--- src/hw/rtl/cial_pkg.sv ---
// Shared types and constants for the complex integer ALU.
`timescale 1ns / 1ps

package cial_pkg;

    localparam int OPERAND_WIDTH = 16;
    localparam int FIELD_WIDTH   = 16;
    localparam int RESULT_WIDTH  = 33;

    typedef enum logic [1:0] {
        OP_ADD = 2'd0,
        OP_SUB = 2'd1,
        OP_MUL = 2'd2,
        OP_DIV = 2'd3
    } cial_op_t;

    typedef struct packed {
        cial_op_t                operation;
        logic [FIELD_WIDTH-1:0]  a_real;
        logic [FIELD_WIDTH-1:0]  a_imag;
        logic [FIELD_WIDTH-1:0]  b_real;
        logic [FIELD_WIDTH-1:0]  b_imag;
    } cial_in_t;

    typedef struct packed {
        logic [RESULT_WIDTH-1:0] res_real;
        logic [RESULT_WIDTH-1:0] res_imag;
        logic                    divide_by_zero;
    } cial_out_t;

    // Control that travels alongside the divider lanes.
    typedef struct packed {
        logic valid;
        logic dz;
        logic neg_re;
        logic neg_im;
    } cial_ctl_t;

endpackage

--- src/hw/rtl/cial_front.sv ---
// Product stage and combine stage that load the first divider cell.
`timescale 1ns / 1ps

module cial_front #(
    parameter int W = cial_pkg::OPERAND_WIDTH
) (
    input  logic               clk,
    input  logic               rst_n,
    input  logic               accept,
    input  cial_pkg::cial_in_t in_item,
    output cial_pkg::cial_ctl_t ctl,
    output logic [2*W-1:0]     dvd_re,
    output logic [2*W-1:0]     dvd_im,
    output logic [2*W-1:0]     dvs
);

    localparam int NW = 2 * W;
    localparam int PW = 2 * W + 1;
    localparam int FW = cial_pkg::FIELD_WIDTH;
    localparam int UW = (W < FW) ? W : FW;

    logic signed [W-1:0] ar, ai, br, bi;

    logic                 v1_reg;
    cial_pkg::cial_op_t   op1_reg;
    logic                 dz1_reg;
    logic signed [NW-1:0] p_rr_reg, p_ii_reg, p_ri_reg, p_ir_reg, p_bb_reg, p_cc_reg;
    logic signed [W:0]    as_re_reg, as_im_reg;

    logic signed [PW-1:0] val_re, val_im;
    logic [NW-1:0]        mag_re, mag_im, dvs_c;
    logic [PW-1:0]        abs_re, abs_im;

    cial_pkg::cial_ctl_t  ctl_reg, ctl_next;
    logic [NW-1:0]        dvd_re_reg, dvd_im_reg, dvs_reg;

    // Sign extend the low operand bits.
    assign ar = W'(signed'(in_item.a_real[UW-1:0]));
    assign ai = W'(signed'(in_item.a_imag[UW-1:0]));
    assign br = W'(signed'(in_item.b_real[UW-1:0]));
    assign bi = W'(signed'(in_item.b_imag[UW-1:0]));

    // Hold the valid bit of the product stage.
    always_ff @(posedge clk or negedge rst_n)
    begin
        if (!rst_n)
        begin
            v1_reg <= 1'b0;
        end
        else
        begin
            v1_reg <= accept;
        end
    end

    // Register the products and the part-wise sums or differences.
    always_ff @(posedge clk)
    begin
        op1_reg   <= in_item.operation;
        dz1_reg   <= (in_item.operation == cial_pkg::OP_DIV) && (br == '0) && (bi == '0);
        p_rr_reg  <= NW'(ar) * NW'(br);
        p_ii_reg  <= NW'(ai) * NW'(bi);
        p_ri_reg  <= NW'(ar) * NW'(bi);
        p_ir_reg  <= NW'(ai) * NW'(br);
        p_bb_reg  <= NW'(br) * NW'(br);
        p_cc_reg  <= NW'(bi) * NW'(bi);
        if (in_item.operation == cial_pkg::OP_SUB)
        begin
            as_re_reg <= (W+1)'(ar) - (W+1)'(br);
            as_im_reg <= (W+1)'(ai) - (W+1)'(bi);
        end
        else
        begin
            as_re_reg <= (W+1)'(ar) + (W+1)'(br);
            as_im_reg <= (W+1)'(ai) + (W+1)'(bi);
        end
    end

    // Combine products; non-divide results pass the divider with a divisor of one.
    always_comb
    begin
        val_re = '0;
        val_im = '0;
        dvs_c  = NW'(1);
        case (op1_reg)
            cial_pkg::OP_ADD, cial_pkg::OP_SUB:
            begin
                val_re = PW'(as_re_reg);
                val_im = PW'(as_im_reg);
            end
            cial_pkg::OP_MUL:
            begin
                val_re = PW'(p_rr_reg) - PW'(p_ii_reg);
                val_im = PW'(p_ri_reg) + PW'(p_ir_reg);
            end
            cial_pkg::OP_DIV:
            begin
                if (!dz1_reg)
                begin
                    val_re = PW'(p_rr_reg) + PW'(p_ii_reg);
                    val_im = PW'(p_ir_reg) - PW'(p_ri_reg);
                    dvs_c  = p_bb_reg[NW-1:0] + p_cc_reg[NW-1:0];
                end
            end
            default:
            begin
                val_re = '0;
                val_im = '0;
            end
        endcase
        abs_re = val_re[PW-1] ? (PW'(0) - val_re) : val_re;
        abs_im = val_im[PW-1] ? (PW'(0) - val_im) : val_im;
        mag_re = abs_re[NW-1:0];
        mag_im = abs_im[NW-1:0];
        ctl_next.valid  = v1_reg;
        ctl_next.dz     = dz1_reg;
        ctl_next.neg_re = val_re[PW-1];
        ctl_next.neg_im = val_im[PW-1];
    end

    always_ff @(posedge clk or negedge rst_n)
    begin
        if (!rst_n)
        begin
            ctl_reg <= '0;
        end
        else
        begin
            ctl_reg <= ctl_next;
        end
    end

    always_ff @(posedge clk)
    begin
        dvd_re_reg <= mag_re;
        dvd_im_reg <= mag_im;
        dvs_reg    <= dvs_c;
    end

    assign ctl    = ctl_reg;
    assign dvd_re = dvd_re_reg;
    assign dvd_im = dvd_im_reg;
    assign dvs    = dvs_reg;

endmodule

--- config.mk ---
export PLATFORM = sky130hd
export DESIGN_NAME = cial_front
export DESIGN_NICKNAME = d
export VERILOG_FILES = /design/src/hw/rtl/cial_pkg.sv /design/src/hw/rtl/cial_front.sv
export SDC_FILE = /design/constraint.sdc
export NUM_CORES = 2
export LEC_CHECK = 0
export BUFFER_PORTS_ARGS = -buffer_cell sky130_fd_sc_hd__buf_2
export CORE_ASPECT_RATIO = 0.7
export CORE_MARGIN = 4
export CORE_UTILIZATION = 35
export CTS_BUF_LIST = sky130_fd_sc_hd__clkbuf_4 sky130_fd_sc_hd__clkbuf_8 sky130_fd_sc_hd__clkbuf_16
export DETAILED_ROUTE_END_ITERATION = 10
export GPL_TIMING_DRIVEN = 0
export PLACE_DENSITY_LB_ADDON = 0.3
export SLEW_MARGIN = 20
export SYNTH_ARGS = -nofsm -noshare
export SYNTH_HDL_FRONTEND = slang
export SYNTH_SLANG_ARGS = --single-unit
export TNS_END_PERCENT = 100
--- constraint.sdc ---
create_clock -name clk -period 6 [get_ports clk]
set_input_delay 0.9 -clock clk [delete_from_list [all_inputs] [get_ports clk]]
set_output_delay 0.9 -clock clk [all_outputs]
set_load 0.01 [all_outputs]
==> Word-level counts from Yosys, hierarchy flattened <==
Cells that the tools add are included.
{ "totals": {"regBits": 330, "inputBits": 69, "wordCells": 56} }
{ "classes": {"add_sub_neg": 11, "multipliers": 6, "eq_ne": 5, "mux": 8, "bitwise_logic": 1, "n_reduce_logical": 7} }
{ "op_table": {"columns": ["cell", "count"], "rows": [
  ["$pmux W33 S3", 2],
  ["$mul A16 B16 Y32", 6],
  ["$add A32 B32 Y33", 2],
  ["$mux W33", 2],
  ["$sub A32 B32 Y33", 2],
  ["$mux W32", 2],
  ["$sub A1 B32 Y32 const A", 2],
  ["$add A16 B16 Y17", 2],
  ["$mux W17", 2],
  ["$sub A16 B16 Y17", 2],
  ["$add A32 B32 Y32", 1],
  ["$logic_not A16 Y1", 2],
  ["$eq A2 B2 Y1 const B", 3],
  ["$eq A2 B1 Y1 const B", 2],
  ["$reduce_or A2 Y1", 2],
  ["$logic_and A1 B1 Y1", 2],
  ["$logic_not A2 Y1", 1],
  ["$not A1 Y1", 1]
]} }

==> Longest topological paths before layout <==
{ "logic_depth": {"ltp_word": 5, "depth_mapped": 29, "depth_no_buf": 27} }

==> Least setup slack after synthesis <==
No wires, ideal clock.
{ "synth_timing": {"kind": "input-to-reg", "from": "input port in_item[17] (netlist name)", "to": "register p_rr_reg[29]", "arrival_ns": 7.483, "path_slack_ns": -1.555, "path_stages": 24, "path_buffers": 2, "path_cell_list": "clkbuf_1 -> buf_1 -> nand2_1 -> fa_1 -> fa_1 -> fa_1 -> fa_1 -> inv_1 -> fa_1 -> fa_1 -> ha_1 -> a21o_1 -> a21o_1 -> a21oi_1 -> o21bai_1 -> a21o_1 -> o2bb2ai_1 -> o41ai_1 -> o21ai_0 -> o2111a_1 -> nor3_1 -> nor2b_1 -> o41ai_1 -> xnor2_1"} }
{ "synth_via": {"elab_chain_cells": 1} }
{ "synth_lines": {"columns": ["item", "line_no", "source"], "rows": [
  ["start, declared", "cial_front.sv:10", "input cial_pkg::cial_in_t in_item,"],
  ["$mul A16 B16 Y32", "cial_front.sv:61", "p_rr_reg <= NW'(ar) * NW'(br);"],
  ["end signal, assigned", "cial_front.sv:61", null],
  ["end, declared", "cial_front.sv:27", "logic signed [NW-1:0] p_rr_reg, p_ii_reg, p_ri_reg, p_ir_reg, p_bb_reg, p_cc_reg;"]
]} }
Every way passes these cells.
A chain may end at the register's enable or synchronous reset.

==> Worst setup path in the final report <==
{ "layout_timing": {"from": "input port in_item[17] (netlist name)", "to": "register p_rr_reg[31]"} }
The elaborated chain is that of the path after synthesis.

==> metrics.txt <==
CTS Buf Count 42; CTS tree done; vias in the first global route 64750; slew margin rel. 14.91%; drt pass-1 iters 6; Seq/Total Area, Yosys 8.642%; Yosys reg bits 328; Mapped Nets 10900; CTS Root Cell clkbuf_16; ANT nets after route 0; Unique masters post-synth 102; layout cells sized above 1 14.53%; Fmax achieved 147.8 MHz; clock-pin slew on the worst setup and hold paths 60 ps; commonest non-fill, non-tap cell in the layout inv_1; gr ovfl total 0; final worst-path cycle share 112.8%; total track usage 28.31%; die height 398.6 um; Hold Crit Class in2reg; Final GP Congestion 1.020; final instance area 90820 sq um; # H-tree levels 2; Slew @ Worst Pin 1267 ps; RSZ-0062 raised after global routing true; Die ar. 225600 sq um; global-route wire length before repair 458.8 mm; maximum number of pins on one net before global-route repair 14; via count 63360; maxcap violations 0; CTS Buffer Depth 3; clock skew 70.76 ps; core area 216900 sq um; Final Setup Violations 63; outcome complete, but fails checks; Final Slew Violations 0; Post-synth ARST share 1.524%; antenna violations before repair 81; CP Max Fanout 10; setup ws final -766.8 ps; Placement Rows 143; Clock Latency Late Sink 700 ps; WHS 316.8 ps; final hold violation count 0; port bufs 162; Horiz. Die Dim 566.0 um; Syn. warnings 0; placed insts 11660; Post-layout nets 11390; Post-Layout Cell Count 12070; Synth Instances 8600; FILL cells 21650; multi-input logic area 63340 sq um; CP Class in2reg; CP Capture Type register; # DRC 0; top_reg_cell synth dfxtp_1; CTS sink count 328; # IOs 169; storage element area 6591 sq um; CP max-delay cell fa_2; Worst EP required 6530 ps; crit path time final 6767 ps; wire per inst 26.61 um; commonest cells after routing, fill and taps aside inv_1 (1911), fa_1 (1474), nand2_1 (758); DP Area 82160 sq um; Top cell by count, worst path fa_1; Critical Path Source Type primary input; failing checks negative setup slack; Post-synth EDFFs 0; crit-path max cell delay 580 ps; initial detailed-routing violation count 6190; drt via density 5.251; CP arrival 7300 ps; dpl hpwl 264.7 mm; Mean Syn Cell Area 8.869 sq um; Detailed Route WL 321.1 mm; initial core utilization 35.17%; mapped cell area 76270 sq um; P&R area growth vs syn 19.07%
kinds of logic (layout without fill, tap and decap cells):
| family | count (synthesis) | in the layout | share of synthesized area, % |
|---|---|---|---|
| other cells | 0 | 48 | 0 |
| compound gates | 1053 | 1053 | 9.203 |
| mux | 23 | 23 | 0.3100 |
| xor+xnor | 387 | 387 | 4.444 |
| simple gates | 2225 | 2225 | 14.19 |
| flops | 328 | 328 | 8.642 |
| buf+inv | 2351 | 2871 | 11.61 |
| fa+ha+maj | 2233 | 2233 | 51.60 |
area by class of cell:
cell class / instances / share of cell area, %
clock inverter: 26 / 0.4353
buffer: 355 / 4.894
multi-input combinational: 5921 / 69.74
sequential: 328 / 7.258
inverter: 1984 / 8.262
clock buffer: 51 / 1.280
timing repair buffer: 455 / 4.002
antenna: 48 / 0.1323
tap: 2900 / 3.995
synthesized netlist by cell type, types with 44 or more instances:
library cell / instances / area, sq um
nand2_1: 786 / 2950
o21bai_1: 49 / 367.9
a211oi_1: 46 / 345.3
dfxtp_1: 323 / 6466
a21oi_1: 302 / 1511
nand2b_1: 75 / 469.2
ha_1: 712 / 8909
nor2_1: 440 / 1652
xor2_1: 82 / 718.2
clkbuf_1: 323 / 1212
nor2b_1: 46 / 287.8
o21ai_0: 187 / 935.9
a21o_1: 96 / 720.7
inv_1: 1969 / 7391
fa_1: 1521 / 30450
nor3_1: 97 / 485.5
xnor2_1: 305 / 2671
a31oi_1: 44 / 275.3
and2_1: 522 / 3266
nand3_1: 65 / 325.3
path summary, 6_finish.rpt:
path                                     from                    to  slack (ps)  depth (start not counted)
setup / recovery                  in_item[17]  p_rr_reg[31]$_DFF_P_        -770                         26
min in group asynchronous               rst_n      v1_reg$_DFF_PN0_         550                          2
max in group asynchronous               rst_n      ctl[3]$_DFF_PN0_        5320                          2
hold reg to reg              v1_reg$_DFF_PN0_      ctl[3]$_DFF_PN0_         360                          0
hold / removal                         accept      v1_reg$_DFF_PN0_         320                          1
setup reg to reg           op1_reg[0]$_DFF_P_    dvd_im[31]$_DFF_P_         240                         13
metal layers:
layer  GRT usage, %  part of all wire, %  up-vias
met2          39.61                   40     2985
met4          8.065                  3.6       16
met5              0                0.032        -
met3          9.467                   12      430
met1          41.21                   44    32560
li1               -                    -    27370
metrics by stage:
step / setup TNS, ps / setup slack, ps / utilization, %
3_3_place_gp: -210220 / -3083 / 37.84
4_1_cts: -16920 / -767.9 / 41.12
3_5_place_dp: -195660 / -2866 / 37.89
2_1_floorplan: -16320 / -913.5 / -
6_report: -22620 / -766.8 / 41.88
5_1_grt: -30610 / -952.1 / 41.85
worst max-delay path: cells and delay by family:
kind	cells	cell delay (ps)
AO/OA/AOI/OAI	11	1880
XOR/XNOR	1	200
adder cells (fa/ha/maj)	7	3270
buffers and inverters	5	720
AND/OR/NAND/NOR	2	290
repair_timing:
action | CTS | global route
hold endpoints to repair | 5 | 0
gates resized for setup | 848 | 267
hold buffers | 1 | 0
gates cloned | 2 | 3
buffers inserted | 199 | 98
endpoints found under the setup margin | 117 | 96
pin swaps | 211 | 246
Power is left out: the tool's default activity adds up to more than one toggle a clock period on the data nets, which glitch-free logic cannot reach.
