===== src/hw/rtl/cial_pkg.sv =====
// Shared types and constants for the complex integer ALU.
`timescale 1ns / 1ps

package cial_pkg;

    localparam int OPERAND_WIDTH = 16;
    localparam int FIELD_WIDTH   = 16;
    localparam int RESULT_WIDTH  = 33;

    typedef enum logic [1:0] {
        OP_ADD = 2'd0,
        OP_SUB = 2'd1,
        OP_MUL = 2'd2,
        OP_DIV = 2'd3
    } cial_op_t;

    typedef struct packed {
        cial_op_t                operation;
        logic [FIELD_WIDTH-1:0]  a_real;
        logic [FIELD_WIDTH-1:0]  a_imag;
        logic [FIELD_WIDTH-1:0]  b_real;
        logic [FIELD_WIDTH-1:0]  b_imag;
    } cial_in_t;

    typedef struct packed {
        logic [RESULT_WIDTH-1:0] res_real;
        logic [RESULT_WIDTH-1:0] res_imag;
        logic                    divide_by_zero;
    } cial_out_t;

    // Control that travels alongside the divider lanes.
    typedef struct packed {
        logic valid;
        logic dz;
        logic neg_re;
        logic neg_im;
    } cial_ctl_t;

endpackage


===== src/hw/rtl/cial_cell.sv =====
// One restoring division step for both result lanes.
`timescale 1ns / 1ps

module cial_cell #(
    parameter int NW = 2 * cial_pkg::OPERAND_WIDTH
) (
    input  logic                clk,
    input  logic                rst_n,
    input  cial_pkg::cial_ctl_t ctl_i,
    input  logic [NW-1:0]       rem_re_i,
    input  logic [NW-1:0]       wrk_re_i,
    input  logic [NW-1:0]       rem_im_i,
    input  logic [NW-1:0]       wrk_im_i,
    input  logic [NW-1:0]       dvs_i,
    output cial_pkg::cial_ctl_t ctl_o,
    output logic [NW-1:0]       rem_re_o,
    output logic [NW-1:0]       wrk_re_o,
    output logic [NW-1:0]       rem_im_o,
    output logic [NW-1:0]       wrk_im_o,
    output logic [NW-1:0]       dvs_o
);

    logic [NW:0]   sh_re, sh_im;
    logic [NW+1:0] df_re, df_im;
    logic [NW-1:0] rem_re_next, rem_im_next, wrk_re_next, wrk_im_next;

    cial_pkg::cial_ctl_t ctl_reg;
    logic [NW-1:0] rem_re_reg, wrk_re_reg, rem_im_reg, wrk_im_reg, dvs_reg;

    // Shift in the next dividend bit and try the subtract.
    always_comb
    begin
        sh_re = {rem_re_i, wrk_re_i[NW-1]};
        sh_im = {rem_im_i, wrk_im_i[NW-1]};
        df_re = {1'b0, sh_re} - {2'b00, dvs_i};
        df_im = {1'b0, sh_im} - {2'b00, dvs_i};
        rem_re_next = df_re[NW+1] ? sh_re[NW-1:0] : df_re[NW-1:0];
        rem_im_next = df_im[NW+1] ? sh_im[NW-1:0] : df_im[NW-1:0];
        wrk_re_next = {wrk_re_i[NW-2:0], ~df_re[NW+1]};
        wrk_im_next = {wrk_im_i[NW-2:0], ~df_im[NW+1]};
    end

    always_ff @(posedge clk or negedge rst_n)
    begin
        if (!rst_n)
        begin
            ctl_reg <= '0;
        end
        else
        begin
            ctl_reg <= ctl_i;
        end
    end

    // Advance the lanes to the neighbor.
    always_ff @(posedge clk)
    begin
        rem_re_reg <= rem_re_next;
        rem_im_reg <= rem_im_next;
        wrk_re_reg <= wrk_re_next;
        wrk_im_reg <= wrk_im_next;
        dvs_reg    <= dvs_i;
    end

    assign ctl_o    = ctl_reg;
    assign rem_re_o = rem_re_reg;
    assign wrk_re_o = wrk_re_reg;
    assign rem_im_o = rem_im_reg;
    assign wrk_im_o = wrk_im_reg;
    assign dvs_o    = dvs_reg;

endmodule


===== config.mk =====
export PLATFORM = sky130hd
export DESIGN_NAME = cial_cell
export DESIGN_NICKNAME = d
export VERILOG_FILES = /design/src/hw/rtl/cial_pkg.sv /design/src/hw/rtl/cial_cell.sv
export SDC_FILE = /design/constraint.sdc
export NUM_CORES = 1
export LEC_CHECK = 0
export BUFFER_PORTS_ARGS = -buffer_cell sky130_fd_sc_hd__buf_2
export CORE_ASPECT_RATIO = 1.75
export CORE_MARGIN = 1.5
export CORE_UTILIZATION = 39
export CTS_CLUSTER_SIZE = 8
export DETAILED_ROUTE_END_ITERATION = 8
export GPL_TIMING_DRIVEN = 0
export PLACE_DENSITY = 0.81
export SYNTH_ARGS = -nofsm -noshare
export SYNTH_HDL_FRONTEND = slang
export SYNTH_SLANG_ARGS = --single-unit

===== constraint.sdc =====
create_clock -name clk -period 0.8 [get_ports clk]
set_input_delay 0.08 -clock clk [delete_from_list [all_inputs] [get_ports clk]]
set_output_delay 0.08 -clock clk [all_outputs]
set_load 0.01 [all_outputs]

* Word-level counts from Yosys, hierarchy flattened
Cells that the tools add are included.
** Word-level totals
- Bits of input ports :: 166
- Register bits :: 164
- Logic and storage cells :: 15
- Output and inout port bits :: 164
** Cells by class
- Bitwise gates (word level) :: 2
- Muxes and demuxes :: 2
- Add/sub/neg operators :: 2
** Operator list (count)
- $sub 33x32->34 :: 2
- $mux 32 :: 2
- $not 1->1 :: 2

* Logic depth before layout (Yosys ltp)
- Depth in word-level cells :: 2
- Gate-level depth with buffers :: 13
- Gate-level depth less buffers :: 12

* Least setup slack after synthesis
No wires, ideal clock.
- Path kind :: input to register
- Start point :: in wrk_im_i[31]
- End point :: reg rem_im_reg[30], in the netlist rem_im_o[30]
- Path buffers :: 0
- Slack :: -1.585 ns
- Data arrival time :: 2.264 ns
- Stages on the path :: 12
- Path through :: inv_1 -> ha_1 -> inv_1 -> fa_1 -> a211oi_1 -> o21bai_1 -> a211oi_2 -> o22ai_1 -> o21ai_1 -> o41ai_1 -> xor2_1 -> mux2_4
** On the way
- Word-level cells in the longest chain between the ends :: 2
** RTL lines
- from (decl) :: RTL line cial_cell.sv:13 : input logic [NW-1:0] wrk_im_i,
- $sub 33x32->34 :: RTL line cial_cell.sv:36 : df_im = {1'b0, sh_im} - {2'b00, dvs_i};
- $mux 32 :: RTL line cial_cell.sv:38 : rem_im_next = df_im[NW+1] ? sh_im[NW-1:0] : df_im[NW-1:0];
- named net rem_im_next[30] :: RTL line cial_cell.sv:25 : logic [NW-1:0] rem_re_next, rem_im_next, wrk_re_next, wrk_im_next;
- to (signal assigned) :: RTL line cial_cell.sv:59 : rem_im_reg <= rem_im_next;
- to (decl) :: RTL line cial_cell.sv:28 : logic [NW-1:0] rem_re_reg, wrk_re_reg, rem_im_reg, wrk_im_reg, dvs_reg;
The timed path passes the listed nets, and every way through them passes these cells.

* Final worst setup path
- Start point :: in dvs_i[13]
- End point :: reg rem_re_reg[26], in the netlist rem_re_o[26]
** On the way
- Word-level cells in the longest chain between the ends :: 2
** RTL lines
- from (decl) :: RTL line cial_cell.sv:14 : input logic [NW-1:0] dvs_i,
- $sub 33x32->34 :: RTL line cial_cell.sv:35 : df_re = {1'b0, sh_re} - {2'b00, dvs_i};
- $mux 32 :: RTL line cial_cell.sv:37 : rem_re_next = df_re[NW+1] ? sh_re[NW-1:0] : df_re[NW-1:0];
- named net rem_re_next[26] :: RTL line cial_cell.sv:25
- to (signal assigned) :: RTL line cial_cell.sv:58 : rem_re_reg <= rem_re_next;
- to (decl) :: RTL line cial_cell.sv:28
The timed path passes the listed nets, and every way through them passes these cells.

==> flow_results.org <==
** Global routing
- After global routing, the most crowded layer is met2.
- Met1 capacity usage during global routing :: 30.8%
- The first global-routing pass estimated 51.3 mm of wire.
- Pin count of the biggest net entering global routing :: 17
- Number of antenna violations at the first check in global routing :: 1
- GRT Residual Overflow :: 0
- Global routing used 34.0% of the available tracks.
- Met2 capacity usage during global routing :: 58.3%
- For this run, global-route usage on met3 was measured as 10.1%.
- Vias in the first global route :: 9513

** Floorplanning
- The floorplan has 67 rows.
- Area of the die :: 20200 µm²
- Chip height :: 187 µm
- Number of ports placed on the die boundary :: 330
- Once the floorplan was initialized, standard cells occupied 39.7% of the core.
- In this run the horizontal extent of the chip is 108 µm.
- The floorplan step defined a core boundary enclosing 19000 µm².

** Power
- Static power due to leakage :: 6.63 nW
- Ratio of total power to cell area :: 1950 nW/µm²
- VDD sags by at most 2.35 mV.

** Final layout
- Leading cell types in the layout, fill and taps excluded :: 209 x sky130_fd_sc_hd__buf_2, 162 x sky130_fd_sc_hd__dlygate4sd3_1, 117 x sky130_fd_sc_hd__buf_6
- Most frequent standard cell in the layout excluding fill and tap cells :: sky130_fd_sc_hd__buf_2
- Non-Filler Cell Area, Final :: 15000 µm²
- Number of fill cells in the layout :: 1011
- Synth-to-layout area growth :: 98.0%
- Of the cells placed in the final design, the portion with a size suffix greater than 1 is 56.1%.
- For this run, the post-layout net count is 1623.
- Antenna Cells :: 0

** CTS
- TritonCTS built the clock tree.
- The H-tree generated during clock tree synthesis spans 4 levels.
- Number of clock sinks :: 164
- The longest clock path from root to sink contains 2 buffers.
- After clock tree synthesis, the clock-pin slew on the worst setup and hold paths is 70 ps.
- Root buffer selected by CTS :: sky130_fd_sc_hd__clkbuf_16
- The number of clock buffers added by TritonCTS is 17.

** Critical path
- By instance count, the cell type seen most on the critical path is sky130_fd_sc_hd__o31ai_2.
- STA classifies the critical path startpoint as an input pin.
- In this run the worst path has a maximum fanout of 7.
- Path type of the worst setup path :: in2reg
- CP Data Arrival Time :: 2830 ps
- CP Data Required Time :: 1120 ps
- CP cell instances :: buf_2 -> inv_4 -> ha_4 -> a21oi_1 -> o21ai_0 -> a31oi_2 -> a2111oi_4 -> o31ai_2 -> nand2_1 -> o41ai_2 -> o31ai_2
- On the worst path, the slowest cell contributes a delay of 500 ps.
- Critical Path Slowest Stage Cell :: sky130_fd_sc_hd__a21oi_1
- STA classifies the critical path endpoint as a flop.

** Run status
- Failing checks :: hold timing, setup timing
- The flow ran to the end, but the final reports show violations.

** STA
- Setup repair after global routing could not meet its margin everywhere.
- Fin crit period :: 2510 ps
- Across all setup checks in the final design, the least slack found is -1710 ps.
- Achievable frequency :: 399 MHz
- Final period utilization :: 313%
- Final count of pins violating max slew :: 0
- Hold slack :: -196 ps
- The final number of hold-violating endpoints was 2.
- Setup violations remaining at the end of the flow were counted as 230.
- Setup total negative slack on the finished layout was measured at -116200 ps.
- Max-slew headroom :: 59.0%
- For the pin with the worst max-slew slack, the measured transition is 615 ps.

** Place
- During placement, the flow inserted port buffers numbering 329.
- Summing all placed instances gives a cell area of 9780 µm².
- Final weighted congestion in routability-driven placement :: 0.903
- Prior to clock tree synthesis, the placed netlist has a worst setup slack of -2050 ps.
- Hpwl dp :: 20.7 mm

** Yosys
- Yosys attributes the largest share of cell area to sky130_fd_sc_hd__dfxtp_1 42%, sky130_fd_sc_hd__ha_1 11%, sky130_fd_sc_hd__a21oi_1 6.0%, sky130_fd_sc_hd__nor2_1 3.5%, sky130_fd_sc_hd__xnor2_1 3.5%.
- Top-area cell type share of the netlist area :: 42.4%
- The cell area that synthesis handed to floorplanning was 7550 µm².
- Register bit count reported by yosys :: 164
- Dividing the synthesized area by the synthesized cell count gives 9.47 µm².
- The netlist uses 71 different library cells.
- The largest total area in the synthesized netlist belongs to sky130_fd_sc_hd__dfxtp_1.
- Share of the yosys chip area belonging to registers :: 43.7%
- After technology mapping, the gate count stands at 798.
- For this run, asynchronously set or reset flops after synthesis account for 2.44%.
- During synthesis, Yosys emitted a total of 0 warnings.
- For this run, the leading register cell type out of synthesis is sky130_fd_sc_hd__dfxtp_1.
- The number of nets in the synthesized netlist is 1030.
- Counting flops with a built-in enable in the synthesized netlist gives 0.

** Drt
- The routed layout has 9523 vias.
- Number of DRC markers in iteration 0 :: 680
- Ratio of routed vias to standard cells :: 5.79
- For this run, design rule violations remaining after detail routing come to 0.
- In the final routed layout, each cell accounts on average for 26.4 µm.
- Post-route ant nets :: 0
- The first TritonRoute pass finished after 7 iterations.
- After detailed routing, the total wire length is 43.5 mm.

** Worst hold path
- Along the worst hold path, the cell count comes to 1.
- Hold WC Path Type :: in2reg

** Job
- Max-cap viol count :: 0
-- cell usage after synthesis (3+ instances only) --
cell and n:
sky130_fd_sc_hd__buf_6 6, sky130_fd_sc_hd__dfxtp_1 160, sky130_fd_sc_hd__mux2_4 7, sky130_fd_sc_hd__a21o_1 22, sky130_fd_sc_hd__and4_1 3, sky130_fd_sc_hd__or2_2 4, sky130_fd_sc_hd__a31oi_1 7, sky130_fd_sc_hd__dfrtp_1 4
sky130_fd_sc_hd__o21ai_0 38, sky130_fd_sc_hd__nor2b_1 7, sky130_fd_sc_hd__and3_1 9, sky130_fd_sc_hd__o211ai_1 7, sky130_fd_sc_hd__inv_1 43, sky130_fd_sc_hd__nor2_1 71, sky130_fd_sc_hd__and2_1 3, sky130_fd_sc_hd__o21ai_1 4
sky130_fd_sc_hd__nand3_1 6, sky130_fd_sc_hd__nand4_1 8, sky130_fd_sc_hd__xnor2_1 30, sky130_fd_sc_hd__nand2_1 59, sky130_fd_sc_hd__nand2b_1 8, sky130_fd_sc_hd__o21bai_1 6, sky130_fd_sc_hd__a21oi_1 91, sky130_fd_sc_hd__ha_1 64
sky130_fd_sc_hd__clkbuf_1 4, sky130_fd_sc_hd__o41ai_1 3, sky130_fd_sc_hd__o21a_1 16, sky130_fd_sc_hd__o31ai_1 13, sky130_fd_sc_hd__xor2_1 15, sky130_fd_sc_hd__nor3_1 12, sky130_fd_sc_hd__buf_2 10, sky130_fd_sc_hd__nor4_1 5
sky130_fd_sc_hd__a211oi_1 7
-- path summary, 6_finish.rpt --
path	slack [ps]	startpoint	endpoint
setup / recovery	-1710	dvs_i[13]	rem_re_o[26]$_DFF_P_
hold / removal	-200	dvs_i[0]	dvs_o[0]$_DFF_P_
max in group asynchronous	640	rst_n	ctl_o[2]$_DFF_PN0_
min in group asynchronous	0	rst_n	ctl_o[1]$_DFF_PN0_
-- registers in the layout, summed over array words and instances (netlist names) --
register / flops
ctl_o: 4
dvs_o: 32
rem_im_o: 32
rem_re_o: 32
wrk_im_o: 32
wrk_re_o: 32
-- worst max-delay path, delay by kind of cell --
kind	cells	cell delay (ps)
and+or+nand+nor	1	160
adders and majority gates	1	230
buffers and inverters	2	220
AOI/OAI and AO/OA	7	2150
-- power breakdown --
| group | switching, mW | leakage (nW) | total (mW) | internal, mW |
|---|---|---|---|---|
| logic | 5.44 | 4.95 | 11.0 | 5.54 |
| clock network | 4.03 | 0.284 | 8.41 | 4.39 |
| registers | 0.480 | 1.40 | 9.76 | 9.28 |
-- stage by stage --
step	hold WS (ps)	std cells	total power [mW]	util [%]
2_1_floorplan	-216	798	13.5	-
3_3_place_gp	-118	1368	15.9	51.4
3_5_place_dp	-111	1368	16.0	51.4
4_1_cts	-222	1600	26.1	70.0
5_1_grt	-208	1645	30.0	78.6
6_report	-196	1645	29.2	78.6
-- final cells by class --
| type | count | area [µm²] | share of cell area [%] |
|---|---|---|---|
| flip-flops and latches | 164 | 3430 | 22.9 |
| multi-input cells | 569 | 5270 | 35.2 |
| clock buffers | 18 | 429 | 2.87 |
| inverters | 44 | 254 | 1.70 |
| repair buffers | 582 | 4930 | 32.9 |
| well taps | 241 | 302 | 2.02 |
| clock inverters | 14 | 141 | 0.945 |
| plain buffers | 13 | 205 | 1.37 |
-- kinds of logic (layout without fill, tap and decap cells) --
group           after synthesis  in the layout  share of synthesized area, %
fa+ha+maj                    66             66                          11.1
xor+xnor                     45             45                          5.22
mux                           7              7                          1.39
compound gates              244            244                          21.3
simple gates                207            207                          13.1
buf+inv                      65            671                          4.14
flops                       164            164                          43.7
-- repair_timing --
item	4_1_cts	5_1_grt
hold endpoints to repair	166	3
pin swaps	42	78
gates cloned	4	4
setup endpoints to repair	230	234
buffers inserted	38	45
hold buffers	162	1
gates resized for setup	230	301
-- per-layer routing --
layer	vias to the layer above	share of wire (%)	wire, µm
met1	4499	31	13300
met5	-	0.025	11
met3	290	12	5040
met4	2	11	4750
met2	693	47	20400
li1	4039	-	-
Note: power is estimated with default switching activity, not from simulation.
